$ cat config.mk
export PLATFORM = sky130hd
export DESIGN_NAME = rotary_encoder_button_scanner
export DESIGN_NICKNAME = d
export VERILOG_FILES = /design/src/reb_pkg.sv /design/src/reb_core.sv /design/src/rotary_encoder_button_scanner.sv
export SDC_FILE = /design/constraint.sdc
export NUM_CORES = 1
export LEC_CHECK = 0
export BUFFER_PORTS_ARGS = -buffer_cell sky130_fd_sc_hd__buf_2
export CORE_UTILIZATION = 40
export DETAILED_ROUTE_END_ITERATION = 16
export GPL_TIMING_DRIVEN = 0
export PLACE_DENSITY_LB_ADDON = 0.3
export SYNTH_ARGS = -nofsm -noshare
export SYNTH_HDL_FRONTEND = slang
export SYNTH_SLANG_ARGS = --single-unit
$ cat constraint.sdc
create_clock -name clk -period 3.65 [get_ports clk]
set_input_delay 0.365 -clock clk [delete_from_list [all_inputs] [get_ports clk]]
set_output_delay 0.365 -clock clk [all_outputs]
set_load 0.05 [all_outputs]
$ cat src/reb_pkg.sv
// shared types and constants for the rotary encoder / button scanner
// no dependencies; used by reb_core and rotary_encoder_button_scanner
`timescale 1ns / 1ps

package reb_pkg;

  localparam int unsigned THR_W = 16;
  localparam int unsigned STEP_W = 16;
  localparam int unsigned EVT_W = 3;

  localparam logic [THR_W-1:0] LONG_PRESS_RESET = 16'd100;

  typedef enum logic [EVT_W-1:0] {
    EVT_NONE  = 3'd0,
    EVT_CW    = 3'd1,
    EVT_CCW   = 3'd2,
    EVT_CLICK = 3'd3,
    EVT_LONG  = 3'd4
  } event_t;

  // one scan tick
  typedef struct packed {
    logic pin_a;
    logic pin_b;
    logic button_level;
    logic ack_delta;
    logic ack_click;
  } in_item_t;

  // one report per tick
  typedef struct packed {
    logic [EVT_W-1:0]         event_res;
    logic signed [STEP_W-1:0] step_count;
    logic                     clicked;
    logic                     long_pressed;
  } out_item_t;

endpackage

$ cat src/reb_core.sv
// scanner state and per-tick decode: quadrature step, hold counter, click / long press
// depends on reb_pkg
`timescale 1ns / 1ps

module reb_core (
  input  logic                       clk,
  input  logic                       rst_n,
  input  logic                       step_en,
  input  reb_pkg::in_item_t          item,
  input  logic [reb_pkg::THR_W-1:0]  long_press_ticks,
  output reb_pkg::out_item_t         res
);

  logic                        prev_a_r, prev_a_nxt;
  logic [reb_pkg::STEP_W-1:0]  net_steps_r, net_steps_nxt;
  logic [reb_pkg::THR_W-1:0]   hold_r, hold_nxt;
  logic                        long_r, long_nxt;
  logic                        click_r, click_nxt;

  logic [reb_pkg::STEP_W-1:0]  steps_mid;
  logic [reb_pkg::THR_W-1:0]   hold_inc;
  logic                        long_mid;
  logic                        click_mid;
  reb_pkg::event_t             evt;

  always_comb begin
    steps_mid = net_steps_r;
    evt       = reb_pkg::EVT_NONE;
    if (item.pin_a != prev_a_r) begin
      if (item.pin_a == item.pin_b) begin
        steps_mid = net_steps_r + reb_pkg::STEP_W'(1);
        evt       = reb_pkg::EVT_CW;
      end else begin
        steps_mid = net_steps_r - reb_pkg::STEP_W'(1);
        evt       = reb_pkg::EVT_CCW;
      end
    end

    // saturating hold counter
    hold_inc  = (hold_r < long_press_ticks) ? hold_r + reb_pkg::THR_W'(1) : hold_r;
    long_mid  = long_r;
    click_mid = click_r;
    if (!item.button_level) begin
      hold_nxt = hold_inc;
      if ((hold_inc >= long_press_ticks) && !long_r) begin
        long_mid = 1'b1;
        evt      = reb_pkg::EVT_LONG;
      end
    end else begin
      // release after a short hold
      if ((hold_r != '0) && (hold_r < long_press_ticks)) begin
        click_mid = 1'b1;
        evt       = reb_pkg::EVT_CLICK;
      end
      hold_nxt = '0;
      long_mid = 1'b0;
    end

    prev_a_nxt    = item.pin_a;
    long_nxt      = long_mid;
    net_steps_nxt = item.ack_delta ? '0 : steps_mid;
    click_nxt     = item.ack_click ? 1'b0 : click_mid;

    res.event_res    = evt;
    res.step_count   = steps_mid;
    res.clicked      = click_mid;
    res.long_pressed = long_mid;
  end

  always_ff @(posedge clk) begin
    if (!rst_n) begin
      prev_a_r    <= 1'b1;
      net_steps_r <= '0;
      hold_r      <= '0;
      long_r      <= 1'b0;
      click_r     <= 1'b0;
    end else if (step_en) begin
      prev_a_r    <= prev_a_nxt;
      net_steps_r <= net_steps_nxt;
      hold_r      <= hold_nxt;
      long_r      <= long_nxt;
      click_r     <= click_nxt;
    end
  end

`ifndef SYNTHESIS
  a_long_flag : assert property (@(posedge clk) disable iff (!rst_n)
    (step_en && (res.event_res == reb_pkg::EVT_LONG)) |-> res.long_pressed)
    else $error("long press event without long_pressed");

  a_ack_clear : assert property (@(posedge clk) disable iff (!rst_n)
    (step_en && item.ack_delta) |=> (net_steps_r == '0))
    else $error("step count not cleared by acknowledge");

  a_release : assert property (@(posedge clk) disable iff (!rst_n)
    (step_en && item.button_level) |=> ((hold_r == '0) && !long_r))
    else $error("hold state not cleared on release");
`endif

endmodule

$ cat src/rotary_encoder_button_scanner.sv
// top level of the rotary encoder / button scanner: handshake, threshold register
// depends on reb_pkg and reb_core
`timescale 1ns / 1ps

// usage
//   input channel: in_valid / in_stall / in_item carries one scan tick (pin a, pin b,
//   active-low button, two acknowledge bits); a transfer happens when in_valid is high
//   and in_stall is low
//   result channel: out_valid / out_stall / out_item gives one report per tick, in
//   tick order: event code, net step count, sticky clicked flag, long-press flag
//   config: cfg_wr_en with cfg_wr_data writes the long-press threshold in ticks;
//   write only while no tick is in flight
//   path: a tick lands in the input register at its transfer, and its report is
//   registered in the output register, raising out_valid, once that register is free
//   throughput: one tick per cycle unless out_stall holds a report; the decode is a
//   single pass between input and output register, and state updates in the same cycle
//   stall: while out_stall holds a report, the input register keeps its tick and
//   in_stall rises only once that register is full; nothing is dropped
//   reset: rst_n low clears both stages, sets the threshold to 100, previous a to 1
//   and the step count, hold counter and flags to 0
module rotary_encoder_button_scanner (
  input  logic                       clk,
  input  logic                       rst_n,
  input  logic                       in_valid,
  output logic                       in_stall,
  input  reb_pkg::in_item_t          in_item,
  output logic                       out_valid,
  input  logic                       out_stall,
  output reb_pkg::out_item_t         out_item,
  input  logic                       cfg_wr_en,
  input  logic [reb_pkg::THR_W-1:0]  cfg_wr_data
);

  // input register stage
  logic               s1_valid_r;
  reb_pkg::in_item_t  s1_item_r;

  // output register stage
  logic               out_valid_r;
  reb_pkg::out_item_t out_item_r;

  logic [reb_pkg::THR_W-1:0] long_press_ticks_r;

  logic               out_free;
  logic               s1_adv;
  logic               in_xfer;
  reb_pkg::out_item_t core_res;

  // output register can take a new report when empty or being drained
  assign out_free = !out_valid_r || !out_stall;
  assign s1_adv   = s1_valid_r && out_free;
  assign in_stall = s1_valid_r && !out_free;
  assign in_xfer  = in_valid && !in_stall;

  assign out_valid = out_valid_r;
  assign out_item  = out_item_r;

  reb_core u_core (
    .clk              (clk),
    .rst_n            (rst_n),
    .step_en          (s1_adv),
    .item             (s1_item_r),
    .long_press_ticks (long_press_ticks_r),
    .res              (core_res)
  );

  // control
  always_ff @(posedge clk) begin
    if (!rst_n) begin
      s1_valid_r         <= 1'b0;
      out_valid_r        <= 1'b0;
      long_press_ticks_r <= reb_pkg::LONG_PRESS_RESET;
    end else begin
      if (in_xfer) begin
        s1_valid_r <= 1'b1;
      end else if (s1_adv) begin
        s1_valid_r <= 1'b0;
      end
      if (s1_adv) begin
        out_valid_r <= 1'b1;
      end else if (!out_stall) begin
        out_valid_r <= 1'b0;
      end
      if (cfg_wr_en) begin
        long_press_ticks_r <= cfg_wr_data;
      end
    end
  end

  // payload
  always_ff @(posedge clk) begin
    if (in_xfer) begin
      s1_item_r <= in_item;
    end
    if (s1_adv) begin
      out_item_r <= core_res;
    end
  end

endmodule
==> reports/qor.yml, run 1 <==
grt:
  grt_pass1_wl_um: 18700
  grt_usage_pct: 19.0
  antenna_found_initial: 0
  grt_max_degree: 28
  grt-ovfl-total: 0
  first_global_vias: 3909
layout:
  syn_to_final_growth_pct: 21.5
  drive_above_1_share_pct: 20.0
  fill_cells: 1064
  stdcell_count: 742
  fin_area_um2: 5720
  n_antenna_cell: 0
  nets: 668
logic_synthesis:
  ys_warn_count: 0
  synthCells: 519
  yosys-top-cells-area: "dfxtp_1 (23%), edfxtp_1 (17%), ha_1 (12%), nand2_1 (4.4%), o21ai_0 (4.4%)"
  ys_types: 50
  synth.most_common_cell: "nand2_1"
  synth_fp_nets: 593
  synth-edff-count: 26
  yosys.area.top_type_share_pct: 22.5
  yosys_register_bits: 79
  ys_top_cells_by_count: "nand2_1 (55), dfxtp_1 (53), ha_1 (47)"
  synth.largest_area_cell: "dfxtp_1"
  synthesis.area_um2: 4710
  synth.avg_cell_area_um2: 9.07
  ys_seq_area_share_pct: 39.1
  postSynth.asyncResetShare_pct: 0
  synth-main-ff-cell: "dfxtp_1"
clocking:
  path_clk_slew_ps: 70
  clock-sinks: 79
  htreeDepth: 3
  cts.path.max_buffers: 2
  cts_root_buf: "clkbuf_16"
  clk_latency_ps: 350
  hold_buffers: 0
  cts_tree: "yes"
  cts_made_buffers: 9
timing:
  fin_skew_ps: 11.2
  fin_crit_ps: 3610
  setup_viol: 0
  finalSetupTns_ps: 0
  tightestPinTransition_ps: 1090
  slew_violations: 0
  timing.fmax_mhz: 277
  hold_violations: 0
  post-route-period-util_pct: 99.0
  rsz0062_at_grt: "true"
  slew-limit-headroom_pct: 27.1
critical_path:
  path_buf_inv: 2
  path_cells: "ha_4 -> and3_4 -> a221oi_4 -> nor3_2 -> a211oi_4 -> buf_6 -> buf_8 -> nand4_4 -> xnor2_2 -> ha_1 -> a41o_1 -> a21oi_2 -> o21ai_1 -> a21oi_2 -> o21ai_2 -> nor3b_4 -> a21oi_2"
  cp_top_family: "compound AO/OA/AOI/OAI gates"
  slowest_stage: "dfxtp_4"
  cp-end-kind: "register"
  arrival_ps: 3710
  worstSetupPathType: "reg2reg"
  cp_max_fo: 8
  crit_top_cell: "a21oi_2"
  required_ps: 3740
  crit_path_max_incr_delay_ps: 370
  worstSetupStartpointType: "register"
drt:
  ant_nets: 0
  num_vias: 4085
  routedWlPerCell_um: 15.3
  drc: 0
  viasPerCell: 5.51
  wl_um: 11400
  drtIter0Drc: 220
  first_pass_iters: 5
placement:
  gp_congestion: 0.854
  port_buffers: 47
  post-dp-hpwl_um: 7950
  placed_area_um2: 5120
  dp.cells: 709
flow_run:
  drv_cap: 0
floorplan:
  dieWidth_um: 111
  core_um2: 11500
  initial_core_util_pct: 41.1
  die-area_um2: 12200
  rows: 39
  die_h_um: 111
  io_pins: 49
power:
  p_per_area_nw_per_um2: 382
  vdd_drop_max_v: 0.000207
  leakagePower_nw: 2.47
outcome:
  outcome: "completed"
worst_hold_path:
  min_path_type: "in2reg"
==> worst paths after layout <==
path                            slack, ps  depth (start not counted)             start             end
worst max-delay path                   40                         17  u_core.hold_r[6]    out_item[18]
worst min-delay path                  180                          1        in_item[4]    s1_item_r[4]
worst max register to register         40                         17  u_core.hold_r[6]    out_item[18]
worst min register to register        460                          1    u_core.click_r  u_core.click_r
==> routing by layer <==
metal | routed length (um) | share of wire, % | vias to the layer above | track usage, %
li1 | - | - | 2027 | -
met1 | 5470 | 48 | 1931 | 25.6
met4 | 255 | 2.2 | 0 | 9.24
met2 | 5270 | 46 | 108 | 30.1
met3 | 387 | 3.4 | 19 | 2.36
met5 | 0 | 0 | - | 0
==> cells by family (layout without fill, tap and decap cells) <==
| family | after synthesis | count (layout) | synth area share, % |
|---|---|---|---|
| XOR/XNOR | 34 | 34 | 6.32 |
| buffers and inverters | 42 | 122 | 3.69 |
| multiplexers | 16 | 16 | 3.40 |
| adder cells (fa/ha/maj) | 48 | 48 | 12.9 |
| AO/OA/AOI/OAI | 133 | 133 | 17.3 |
| flip-flops | 79 | 79 | 39.1 |
| AND/OR/NAND/NOR | 167 | 167 | 17.2 |
==> through the flow <==
step / util [%] / hold slack [ps] / total power, mW / setup WS [ps]
floorplan: - / 432 / 1.25 / 52.9
global placement: 44.7 / 439 / 1.33 / -741
detailed placement: 44.7 / 450 / 1.35 / -727
CTS: 48.2 / 180 / 2.19 / 3.22
global route: 49.9 / 185 / 2.28 / -137
finish: 49.9 / 184 / 2.18 / 35.6
==> what timing repair did <==
| item | 4_1_cts | 5_1_grt |
|---|---|---|
| setup endpoints to repair | 17 | 10 |
| setup buffers | 8 | 9 |
| resized for setup | 17 | 29 |
| pin swaps | 5 | 18 |
==> cells in the final DEF, fill, tap and decap left out, types with 13 or more instances in the layout <==
cell	Yosys	final
nand2_1	55	54
buf_2	1	48
dfxtp_1	53	45
ha_1	47	44
o21ai_0	41	39
nor2_1	39	37
a21oi_1	39	35
edfxtp_1	26	26
inv_1	24	21
xnor2_1	22	21
mux2i_1	16	16
buf_4	0	15
and3_1	16	14
clkbuf_1	13	13
==> worst reg2reg max path: cells and delay by family (launching register included) <==
| family | cells | cell delay, ps |
|---|---|---|
| flops | 1 | 370 |
| fa+ha+maj | 2 | 570 |
| simple gates | 4 | 660 |
| compound gates | 8 | 1320 |
| buf+inv | 2 | 280 |
| xor+xnor | 1 | 160 |
==> flip-flops by register name, indices dropped and copies added, names as in the netlist <==
register,flops
u_core.prev_a_r,1
long_press_ticks_r,16
u_core.hold_r,16
out_valid,1
u_core.click_r,1
s1_valid_r,1
s1_item_r,5
u_core.long_r,1
out_item,21
u_core.net_steps_r,16
==> report_power, final <==
part | total, mW | internal, mW | switching, mW
combinational | 0.365 | 0.121 | 0.244
sequential | 0.976 | 0.954 | 0.0211
clock | 0.844 | 0.461 | 0.383
total | 2.18 | 1.54 | 0.648
==> layout make-up <==
cell class	instances	area, um^2	share of cell area (%)
plain buffers	17	83.8	1.47
clock buffers	9	225	3.94
repair buffers	64	370	6.47
flip-flops and latches	79	1860	32.5
well taps	143	179	3.13
clock inverters	7	48.8	0.853
multi-input cells	398	2860	50.0
inverters	25	96.3	1.68
Power figures use the tool's default switching activity.
==> inputs of run 2 (changes only) <==
--- a/config.mk
+++ b/config.mk
@@ -5,6 +5,7 @@
 export SDC_FILE = /design/constraint.sdc
 export NUM_CORES = 1
 export LEC_CHECK = 0
+export ABC_AREA = 1
 export BUFFER_PORTS_ARGS = -buffer_cell sky130_fd_sc_hd__buf_2
 export CORE_UTILIZATION = 40
 export DETAILED_ROUTE_END_ITERATION = 16
==> run 2 against run 1 <==
Worst hold slack improved by 6.5 ps. Sequential share of layout area decreased by 3.0 points. Clock skew decreased by 4.1 ps. Maximum frequency increased by 11%. Global-route usage increased by 0.21 points. Synthesized cell count increased by 45%. Utilization decreased by 3.1 points. Largest power group unchanged. Clock-buffer cell count increased by 1. Routed wire length increased by 12%.
==> reports/qor.yml, run 2 <==
placement:
  post-dp-hpwl_um: 9660  # +22%
  port_buffers: 47  # unchanged
  gp_congestion: 0.911  # +6.8%
timing:
  setup_viol: 0  # unchanged
  holdWs_ps: 190  # +6.52 ps
  slew-limit-headroom_pct: 52.3  # +25 points
  slew_violations: 0  # unchanged
  timing.fmax_mhz: 307  # +11%
  finalSetupTns_ps: 0  # unchanged
  fin_skew_ps: 7.09  # -4.15 ps
  post-route-period-util_pct: 89.3  # -9.7 points
  rsz0062_at_grt: "false"
  hold_violations: 0  # unchanged
  fin_crit_ps: 3260  # -354 ps
  tightestPinTransition_ps: 715  # -378 ps
layout:
  final_cell_mix: "nand2_1 (202), inv_1 (111), a21oi_1 (65)"
  fill_cells: 1411  # +33%
  largest_register_ffs: 21  # unchanged
  drive_above_1_share_pct: 15.5  # -4.6 points
  nets: 884  # +32%
  syn_to_final_growth_pct: 13.7
  n_antenna_cell: 0  # unchanged
  layout.cells.most_common: "nand2_1"
clocking:
  cts_made_buffers: 9  # unchanged
  cts_root_buf: "clkbuf_16"
  clock-sinks: 79  # unchanged
  cts.path.max_buffers: 2  # unchanged
  htreeDepth: 3  # unchanged
  path_clk_slew_ps: 60  # about the same
  clk_latency_ps: 350  # about the same
  postCtsSetupBuffers: 0  # -8
  cts_tree: "yes"
critical_path:
  arrival_ps: 3370  # -340 ps
  cp-end-kind: "register"
  cp_max_fo: 18  # +10
  worstSetupPathType: "reg2reg"
  worstSetupStartpointType: "register"
  required_ps: 3760  # +20 ps
logic_synthesis:
  synth_fp_nets: 827  # +39%
  ys_seq_area_share_pct: 33.5  # -5.6 points
  ys_types: 43  # -14%
  synthesis.area_um2: 5500  # +17%
  synth.avg_cell_area_um2: 7.30  # -20%
  yosys.area.top_type_share_pct: 19.3  # -3.2 points
  ys_top_cells_by_count: "nand2_1 (202), inv_1 (111), a21oi_1 (65)"
  yosys_register_bits: 79  # unchanged
  yosys-top-cells-area: "dfxtp_1 (19%), edfxtp_1 (14%), nand2_1 (14%), ha_1 (11%), inv_1 (7.6%)"
  synth.largest_area_cell: "dfxtp_1"
  postSynth.asyncResetShare_pct: 0  # unchanged
  synth-edff-count: 26  # unchanged
  synth-main-ff-cell: "dfxtp_1"
  synth.most_common_cell: "nand2_1"
  synthCells: 753  # +45%
  ys_warn_count: 0  # unchanged
drt:
  num_vias: 4813  # +18%
  routedWlPerCell_um: 12.8  # -16%
  first_pass_iters: 5  # unchanged
  ant_nets: 0  # unchanged
  viasPerCell: 4.86  # -12%
  drtIter0Drc: 257  # +17%
  wl_um: 12700  # +12%
  drc: 0  # unchanged
floorplan:
  rows: 42  # +7.7%
  die-area_um2: 14200  # +16%
  initial_core_util_pct: 41.2  # +0.12 points
  die_h_um: 119  # +7.9%
  dieWidth_um: 119  # +7.9%
  io_pins: 49  # unchanged
  core_um2: 13300  # +16%
grt:
  first_global_vias: 4470  # +14%
  grt_usage_pct: 19.2  # +0.21 points
  grt_max_degree: 26  # -7.1%
  grt_pass1_wl_um: 21400  # +14%
  antenna_found_initial: 0  # unchanged
  grt-ovfl-total: 0  # unchanged
outcome:
  outcome: "completed"
worst_hold_path:
  min_path_type: "in2reg"
flow_run:
  drv_cap: 0  # unchanged
power:
  power_mw: 2.27  # +4.1%
  leakagePower_nw: 2.99  # +21%
  vdd_drop_max_v: 0.000166  # -20%
  p_per_area_nw_per_um2: 364  # -4.8%
[run 2: cell type report]
cell class	instances	area (um^2)	share of cell area, %
multi-input combinational	539	3120	49.8
sequential	79	1840	29.5
inverter	116	435	6.96
clock buffer	10	239	3.82
timing repair buffer	47	235	3.76
tap	176	220	3.52
buffer	18	104	1.66
clock inverter	6	60.1	0.961
[run 2: power by group]
part / switching (mW) / leakage, nW / internal (mW) / total (mW)
combinational: 0.266 / 2.17 / 0.118 / 0.384
clock: 0.375 / 0.146 / 0.544 / 0.919
sequential: 0.0149 / 0.681 / 0.955 / 0.970
total: 0.655 / 2.99 / 1.62 / 2.27
[run 2: repair_timing]
item / in CTS / in global routing
endpoints found under the setup margin: 0 / 4
gates resized for setup: 0 / 2
hold buffers: 0 / 0
[run 2: worst paths after layout]
path / startpoint / cells past startpoint / slack [ps] / end
hold reg to reg: u_core.net_steps_r[15] / 2 / 460 / u_core.net_steps_r[15]
setup / recovery: u_core.hold_r[15] / 18 / 390 / out_item[20]
setup reg to reg: u_core.hold_r[15] / 18 / 390 / out_item[20]
hold / removal: in_item[0] / 1 / 190 / s1_item_r[0]
[run 2: critical path: stages, from the launching register on]
cell and delay, ps:
dfxtp_1 440, ha_1 310, a21oi_1 140, o21ai_1 170, nor2_8 320, nand2_4 140
buf_12 190, nand2_4 70, nand2_1 40, inv_1 50, ha_1 230, a21oi_1 150
nor2_1 50, a211oi_1 190, o21ai_1 140, nand2_1 100, nand3_1 70, nand2_1 170
inv_1 50
[run 2: through the flow]
stage	utilization [%]	setup WS (ps)	cell area, um^2	std cells
after floorplan	-	899	5500	753
after global placement	44.6	298	5950	976
after detailed placement	44.6	286	5950	976
after CTS	46.8	274	6250	992
after global routing	46.8	74.5	6250	991
final	46.8	390	6250	991
[run 2: cells by family after synthesis]
group           synth area share (%)
xor+xnor                        2.07
flops                           33.5
simple gates                    32.1
fa+ha+maj                       11.1
buf+inv                         9.90
compound gates                  11.4
[run 2: routing by layer]
layer,global-route usage [%],wire length [um],vias up
met2,32.2,5920,84
met1,24.9,6120,2150
met4,7.04,198,0
met3,2.78,454,12
li1,-,-,2567
met5,0,0,-
==> inputs of run 3 (changes only) <==
--- a/config.mk
+++ b/config.mk
@@ -9,7 +9,6 @@
 export BUFFER_PORTS_ARGS = -buffer_cell sky130_fd_sc_hd__buf_2
 export CORE_UTILIZATION = 40
 export DETAILED_ROUTE_END_ITERATION = 16
-export GPL_TIMING_DRIVEN = 0
 export PLACE_DENSITY_LB_ADDON = 0.3
 export SYNTH_ARGS = -nofsm -noshare
 export SYNTH_HDL_FRONTEND = slang
==> run 3 against run 2 <==
Non-clock buffer count decreased by 14. Combinational power down 3%. Critical path type unchanged. Worst setup slack worse by 5.5 ps. Critical endpoint is now out_item[19]. Register-to-register slack is essentially flat. Highest routed layer unchanged.
==> reports/qor.yml, run 3 (synthesis gave the netlist of run 2 again) <==
critical_path:
  path_buf_inv: 3  # unchanged
  cp_top_family: "simple AND/OR/NAND/NOR gates"
  required_ps: 3760  # about the same
  rr_endpoint: "out_item[19]"
  r2r-start: "u_core.hold_r[15]"
  arrival_ps: 3380  # about the same
  r2r_slack_ps: 380  # about the same
  reg2reg_depth: 18  # unchanged
  worstSetupStartpointType: "register"
  crit_top_cell: "nand2_1"
  crit_path_max_incr_delay_ps: 360  # -80 ps
  path_cells: "ha_1 -> nand4_1 -> nor2_1 -> nand2_4 -> nand2_8 -> nand2_1 -> nand2_1 -> inv_1 -> ha_1 -> nand2_1 -> inv_1 -> nand3_1 -> nor3_1 -> nand2_1 -> nand3_1 -> nand2_1 -> nand2_1 -> inv_1"
  slowest_stage: "dfxtp_1"
  worstSetupPathType: "reg2reg"
  cp-end-kind: "register"
  cp_max_fo: 18  # unchanged
grt:
  grt_max_degree: 38  # +46%
  met2_usage_pct: 31.0  # -1.2 points
  first_global_vias: 4453  # -0.38%
  grt_util_met1_pct: 24.1  # -0.79 points
  use_met3_pct: 3.11  # +0.34 points
  antenna_found_initial: 0  # unchanged
  grt_pass1_wl_um: 21100  # -1.3%
  grt.busiest_layer: "met2"
  grt-ovfl-total: 0  # unchanged
  grt_usage_pct: 18.7  # -0.53 points
floorplan:
  initial_core_util_pct: 41.2  # unchanged
  io_pins: 49  # unchanged
  core_um2: 13300  # unchanged
  rows: 42  # unchanged
  die-area_um2: 14200  # unchanged
  dieWidth_um: 119  # unchanged
  die_h_um: 119  # unchanged
layout:
  drive_above_1_share_pct: 15.0  # -0.48 points
  nets: 870  # -1.6%
  n_antenna_cell: 0  # unchanged
  final_cell_mix: "nand2_1 (202), inv_1 (111), a21oi_1 (65)"
  layout.cells.most_common: "nand2_1"
  largest_register_ffs: 21  # unchanged
  syn_to_final_growth_pct: 12.7
timing:
  rsz0062_at_grt: "false"
  slew-limit-headroom_pct: 43.6  # -8.7 points
  fin_crit_ps: 3270  # +5.46 ps
  tightestPinTransition_ps: 845  # +131 ps
  hold_violations: 0  # unchanged
  slew_violations: 0  # unchanged
  post-route-period-util_pct: 89.5  # +0.15 points
  timing.fmax_mhz: 306  # -0.17%
  fin_skew_ps: 6.11  # -0.980 ps
  setup_viol: 0  # unchanged
  finalSetupTns_ps: 0  # unchanged
clocking:
  htreeDepth: 3  # unchanged
  cts_tree: "yes"
  cts_root_buf: "clkbuf_16"
  path_clk_slew_ps: 60  # about the same
  clk_latency_ps: 350  # about the same
  clock-sinks: 79  # unchanged
  hold_buffers: 0  # unchanged
  cts_made_buffers: 9  # unchanged
  cts.path.max_buffers: 2  # unchanged
drt:
  first_pass_iters: 4  # -1
  drtIter0Drc: 166  # -35%
  wl_um: 12200  # -4.3%
  ant_nets: 0  # unchanged
  routedWlPerCell_um: 12.4  # -2.9%
  num_vias: 4686  # -2.6%
  viasPerCell: 4.80  # -1.2%
  drc: 0  # unchanged
flow_run:
  drv_cap: 0  # unchanged
power:
  p_per_area_nw_per_um2: 374  # +2.8%
  vdd_drop_max_v: 0.000251  # +51%
  leakagePower_nw: 2.97  # -0.89%
  power_mw: 2.31  # +1.8%
worst_hold_path:
  worstHoldEndpoint: "s1_item_r[1]"
  min_path_type: "in2reg"
  hp-start: "in_item[1]"
  holdPathStages: 1  # unchanged
placement:
  post-dp-hpwl_um: 8880  # -8.0%
  gp_congestion: 0.898  # -1.4%
  port_buffers: 48  # +2.1%
outcome:
  outcome: "completed"
## run 3: worst reg2reg max path, cell delays in order (launching register included)
cell and delay, ps:
dfxtp_1 360, ha_1 330, nand4_1 180, nor2_1 280
nand2_4 200, nand2_8 240, nand2_1 110, nand2_1 80
inv_1 40, ha_1 280, nand2_1 60, inv_1 50
nand3_1 110, nor3_1 330, nand2_1 120, nand3_1 100
nand2_1 80, nand2_1 70, inv_1 40
## run 3: layout make-up
class                   count  area, um^2
flip-flops and latches     79        1840
fillers                  1365        7150
repair buffers             51         263
clock buffers              11         233
well taps                 176         220
multi-input cells         539        3120
inverters                 116         435
clock inverters             5        80.1
## run 3: how the worst max path moves through the flow
stage / from / to / slack (ps) / cells after the start
after floorplan: long_press_ticks_r[15] / out_item[18] / 900 / 17
after global placement: u_core.hold_r[15] / out_item[19] / 260 / 18
after detailed placement: long_press_ticks_r[15] / out_item[19] / 260 / 19
after CTS: u_core.hold_r[15] / out_item[19] / 240 / 18
after global routing: long_press_ticks_r[15] / out_item[18] / 80 / 19
final: u_core.hold_r[15] / out_item[19] / 380 / 18
## run 3: power by group
part           switching (mW)  internal (mW)
combinational           0.260          0.114
sequential             0.0159          0.955
clock                   0.368          0.601
total                   0.644           1.67
## run 3: metal layers
metal  vias to the layer above  part of all wire, %
met5                         -                    0
met4                         0                  1.9
met3                        17                  2.8
met2                        73                   46
met1                      2063                   49
li1                       2533                    -
## run 3: metrics by stage
stage	std cells	setup slack [ps]	instance area (um^2)	hold WS, ps	utilization (%)
after floorplan	753	899	5500	445	-
after global placement	961	262	5870	459	44.0
after detailed placement	961	259	5870	459	44.0
after CTS	977	244	6180	184	46.3
after global routing	977	83.8	6190	187	46.4
final	977	384	6190	192	46.4
## run 3: what timing repair did
action                                  4_1_cts  5_1_grt
endpoints found under the setup margin        0        2
gates resized for setup                       0        1
buffers inserted                              0        0
